### config.mk
export PLATFORM = sky130hd
export DESIGN_NAME = ght_front
export DESIGN_NICKNAME = d
export VERILOG_FILES = /design/src/ght_pkg.sv /design/src/ght_front.sv
export SDC_FILE = /design/constraint.sdc
export NUM_CORES = 1
export LEC_CHECK = 0
export ABC_CLOCK_PERIOD_IN_PS = 12400
export BUFFER_PORTS_ARGS = -buffer_cell sky130_fd_sc_hd__buf_2
export CORE_MARGIN = 2
export CORE_UTILIZATION = 45
export DETAILED_ROUTE_END_ITERATION = 10
export HOLD_SLACK_MARGIN = 0.08
export PLACE_DENSITY = 0.7
export SLEW_MARGIN = 10
export SYNTH_ARGS = -nofsm -noshare
export SYNTH_HDL_FRONTEND = slang
export SYNTH_SLANG_ARGS = --single-unit
export TNS_END_PERCENT = 50
### constraint.sdc
create_clock -name clk -period 12.4 [get_ports clk]
set_clock_uncertainty 0.15 [all_clocks]
set_input_delay 2.48 -clock clk [delete_from_list [all_inputs] [get_ports clk]]
set_output_delay 2.48 -clock clk [all_outputs]
set_load 0.1 [all_outputs]
### src/ght_pkg.sv
// ----------------------------------------------------------------------------
// ght_pkg
// Types and constants shared by the generational handle table modules.
// ----------------------------------------------------------------------------
package ght_pkg;

	localparam int unsigned PROBE_STRIDE = 256;
	localparam logic [31:0] FREE_EMPTY = 32'hFFFF_FFFF;

	localparam logic [2:0] MODE_NEW_TAG = 3'd0;
	localparam logic [2:0] MODE_ADD = 3'd1;
	localparam logic [2:0] MODE_REMOVE = 3'd2;
	localparam logic [2:0] MODE_FIND = 3'd3;
	localparam logic [2:0] MODE_GET = 3'd4;

	typedef enum logic [2:0] {
		OP_NEW_TAG,
		OP_ADD,
		OP_REMOVE,
		OP_FIND,
		OP_GET,
		OP_NONE
	} op_t;

	typedef struct packed {
		op_t op;
		logic [63:0] payload;
		logic [31:0] tag;
		logic [31:0] id;
	} cmd_t;

	typedef struct packed {
		logic full;
		logic hit;
		logic [63:0] payload;
		logic [31:0] tag;
		logic [31:0] id;
	} res_t;

	typedef struct packed {
		logic live;
		logic [31:0] link;
		logic [31:0] tag;
		logic [63:0] payload;
	} entry_t;

	typedef enum logic [2:0] {
		ST_IDLE,
		ST_ADD_WR,
		ST_RD,
		ST_CHK,
		ST_RESP
	} state_t;

endpackage

### src/ght_front.sv
// ----------------------------------------------------------------------------
// ght_front
// Accepts request words, decodes the mode and queues them in a two-entry FIFO.
// ----------------------------------------------------------------------------
module ght_front import ght_pkg::*; (
	input  logic clk,
	input  logic arst_n,
	input  logic s_tvalid,
	output logic s_tready,
	input  logic [127:0] s_tdata, // payload_in, tag_in, id_in
	input  logic [2:0] s_tuser,   // mode
	output logic cmd_valid,
	output cmd_t cmd,
	input  logic cmd_pop
);

	cmd_t fifo_q [2];
	logic [1:0] cnt_q;
	logic wr_q;
	logic rd_q;
	logic push;
	cmd_t dec;

	always_comb begin
		dec.payload = s_tdata[63:0];
		dec.tag = s_tdata[95:64];
		dec.id = s_tdata[127:96];
		unique case (s_tuser)
			MODE_NEW_TAG: dec.op = OP_NEW_TAG;
			MODE_ADD: dec.op = OP_ADD;
			MODE_REMOVE: dec.op = OP_REMOVE;
			MODE_FIND: dec.op = OP_FIND;
			MODE_GET: dec.op = OP_GET;
			default: dec.op = OP_NONE;
		endcase
	end

	assign s_tready = (cnt_q != 2'd2);
	assign push = s_tvalid && s_tready;
	assign cmd_valid = (cnt_q != 2'd0);
	assign cmd = fifo_q[rd_q];

	always_ff @(posedge clk) begin
		if (push) begin
			fifo_q[wr_q] <= dec;
		end
	end

	always_ff @(posedge clk or negedge arst_n) begin
		if (!arst_n) begin
			cnt_q <= 2'd0;
			wr_q <= 1'b0;
			rd_q <= 1'b0;
		end else begin
			if (push) begin
				wr_q <= !wr_q;
			end
			if (cmd_pop) begin
				rd_q <= !rd_q;
			end
			if (push && !cmd_pop) begin
				cnt_q <= cnt_q + 2'd1;
			end else if (!push && cmd_pop) begin
				cnt_q <= cnt_q - 2'd1;
			end
		end
	end

endmodule

==> metrics list <==
* Global-route wire length before repair: 27700 um
- Number of cell instances on the worst register-to-register path: 5
- The count of nets left with antenna violations once routing finished came out at 0.
- Nets: between 800 and 900
- The floorplan step set the die height to 153 um.
- For this run, the detailed router's first-pass iteration total came to 4.
- Max Buffers Root-to-Sink: 3
- Proportion of synthesized chip area in sequential cells: 79.7%
* Clock tree from TritonCTS: built
- The initial utilization of the core area, before any placement, comes to 45.8%.
* Kind of cell adding the most delay to the critical path: buffers and inverters
* WP data required: between 9000 and 10000 ps
* Clock network latency to the later pin of the worst-skew pair: a little over 500 ps
- By area the synthesized netlist is led by sky130_fd_sc_hd__edfxtp_1, sky130_fd_sc_hd__mux2_4, sky130_fd_sc_hd__mux2_2.
- The top cell types in the final layout, fill and taps aside, are sky130_fd_sc_hd__buf_2, sky130_fd_sc_hd__edfxtp_1, sky130_fd_sc_hd__mux2_4.
- Cell variety after synth: 19
- Routability congestion estimate from global placement: around 0.78
- The library cell used most frequently in the layout, excluding fill and tap cells, is sky130_fd_sc_hd__buf_2.
* Setup repair after global routing missed its margin: no
* Via/cell ratio: 4.86
- Number of buffers created by CTS: 27
* Post CTS Setup Buffer Count: 0
* Number of setup violations in the final report: 0
- Measured along the x axis, the die boundary spans between 150 and 200 um.
* Area share of the largest cell type after synthesis: between 70% and 80%
- I/O pins: 268
- The synthesized netlist occupies a cell area of 10000 um^2.
* Maximum clock frequency: between 150 and 200 MHz
* List of cells traversed by the critical path: buf_4, mux2_4, buf_2
* Post-route DRC: 0
* Resized Gates After CTS: 0
- Across the run, the number of max-cap violations was 0.
- Status: finished clean
- For this design, the CTS-stage hold fixing added 0 buffers.
- Vias in the first global route: between 5000 and 6000
* Ys async rst share: 1.50%
- Counting flops and latches in the post-synthesis netlist gives 266.
- Number of enable-type register cells in the synthesized netlist: 262
* Buffers plus inverters on the worst setup path: 2
- Entering global routing, the biggest net connects 76 pins.
- The routed layout has 4936 vias.
- Mapped Cells: 429
- The die covers 23400 um^2.
- On the critical path, the stage with the largest delay is an instance of sky130_fd_sc_hd__dfrtp_4.
* Fraction of layout cells with a size suffix above 1: between 60% and 70%
- In the final timing run, aggregate negative setup slack is 0 ps.
* Final HPWL DP: between 10000 and 15000 um
* Number of rows created at floorplan: 54
* Total of warnings raised by yosys: 0
- The worst setup path is of the register to output pin kind.
* Synthesized Nets: 565
* Grt ovf: 0
- The first routing iteration left 201 violations.
- Worst Hold Depth: 1
- Final worst-path cycle share: 45.4%
* Worst Hold Class: register to register
* Type of destination of the critical path: output pin
- Compared with the post-synthesis result, the final layout area differs by 24.8%.
- At the pin with the least slew margin, the transition time is 1030 ps.
- The max-slew violation total from the final report is 0.
* Aggregate global-route resource usage: around 15%
* Library cell with the largest summed area after synthesis: sky130_fd_sc_hd__edfxtp_1
- Final hold vios: 0
- In this run the worst path has a maximum fanout of 50.
- In this run the standard cell core region covers 21800 um^2.
- Avg WL per Cell: 18.0 um
* Tmin final: approximately 5600 ps
- Among all flip-flop cells after synthesis, the most frequent one is sky130_fd_sc_hd__edfxtp_1.
- Counting buffers and inverters, the worst setup path is 3 cells deep.
- At the worst endpoint, the arrival time is around 3000 ps.
- CTS built an H-tree with a depth of 1.
- After clock tree synthesis, the clock-pin slew on the worst setup and hold paths is 60 ps.
- Final wirelength: approximately 18000 um
- Filler Cells Inserted: 1661
* Largest stage delay, worst path: 840 ps
- A synthesized cell averages 23.3 um^2.
- Critical Path Source Type: register
- Relative slew slack: 31.1%
- Port buffering added 267 buffers.
* Num Clock Sinks: 266
* Clock tree root buffer cell: sky130_fd_sc_hd__clkbuf_16
* Initial antenna violation count: 1
[metrics by stage]
| step | setup WS (ps) | cells | instance area [um^2] | util [%] | hold slack, ps |
|---|---|---|---|---|---|
| finish | 6770 | 1015 | 12500 | 57.1 | 347 |
| global route | 6630 | 1015 | 12500 | 57.1 | 390 |
| CTS | 6750 | 1014 | 12500 | 57.1 | 342 |
| detailed placement | 7300 | 965 | 11600 | 53.1 | 335 |
| global placement | 7320 | 965 | 11600 | 53.1 | 326 |
| floorplan | 3560 | 429 | 10000 | - | 306 |
[flip-flops by register name, summed over array words and instances, names as in the netlist]
register / count
fifo_q: 262
rd_q: 1
wr_q: 1
cnt_q: 2
[Yosys cell counts, types with 2 or more instances]
master                     count
sky130_fd_sc_hd__buf_2         5
sky130_fd_sc_hd__buf_6         9
sky130_fd_sc_hd__dfrtp_1       4
sky130_fd_sc_hd__edfxtp_1    262
sky130_fd_sc_hd__inv_1         2
sky130_fd_sc_hd__mux2_2       51
sky130_fd_sc_hd__mux2_4       80
sky130_fd_sc_hd__nor2_1        2
sky130_fd_sc_hd__xnor2_1       2
sky130_fd_sc_hd__xor2_1        3
[cell type report]
type                    count  area [um^2]  share of cell area, %
flip-flops and latches    266         7970                   63.9
multi-input cells         145         1890                   15.1
repair buffers            272         1370                   11.0
clock buffers              33          698                   5.60
well taps                 280          350                   2.81
clock inverters            16          180                   1.44
inverters                   2         7.51                 0.0602
diodes                      1         2.50                 0.0201
[cells by family (layout without fill, tap and decap cells)]
| logic type | Yosys count | count (layout) | synth area share (%) |
|---|---|---|---|
| other | 0 | 1 | 0 |
| AOI/OAI and AO/OA | 1 | 1 | 0.0751 |
| DFF | 266 | 266 | 79.7 |
| xor gates and xnor gates | 5 | 5 | 0.438 |
| buffers and inverters | 18 | 323 | 1.53 |
| and+or+nand+nor | 7 | 7 | 0.363 |
| adders and majority gates | 1 | 1 | 0.125 |
| muxes | 131 | 131 | 17.8 |
[path summary, 6_finish.rpt]
path / endpoint / from / slack [ps]
setup / recovery: cmd[111] / rd_q$_DFFE_PN0P_ / 6770
hold / removal: cnt_q[1]$_DFFE_PN0P_ / cnt_q[1]$_DFFE_PN0P_ / 350
setup reg to reg: fifo_q[0][59]$_DFFE_PP_ / cnt_q[0]$_DFFE_PN0P_ / 9510
hold reg to reg: cnt_q[1]$_DFFE_PN0P_ / cnt_q[1]$_DFFE_PN0P_ / 350
max in group asynchronous: rd_q$_DFFE_PN0P_ / arst_n / 10340
min in group asynchronous: rd_q$_DFFE_PN0P_ / arst_n / 1620
[per-layer routing]
layer | track usage (%) | up-vias | routed length [um] | share of wire [%]
met4 | 4.01 | 0 | 342 | 1.9
met3 | 4.08 | 33 | 1470 | 8.1
li1 | - | 2272 | - | -
met5 | 0 | - | 0 | 0
met1 | 19.4 | 2416 | 7600 | 42
met2 | 24.7 | 215 | 8800 | 48
Power is left out: the tool's default activity adds up to more than one toggle a clock period on the data nets, which glitch-free logic cannot reach.
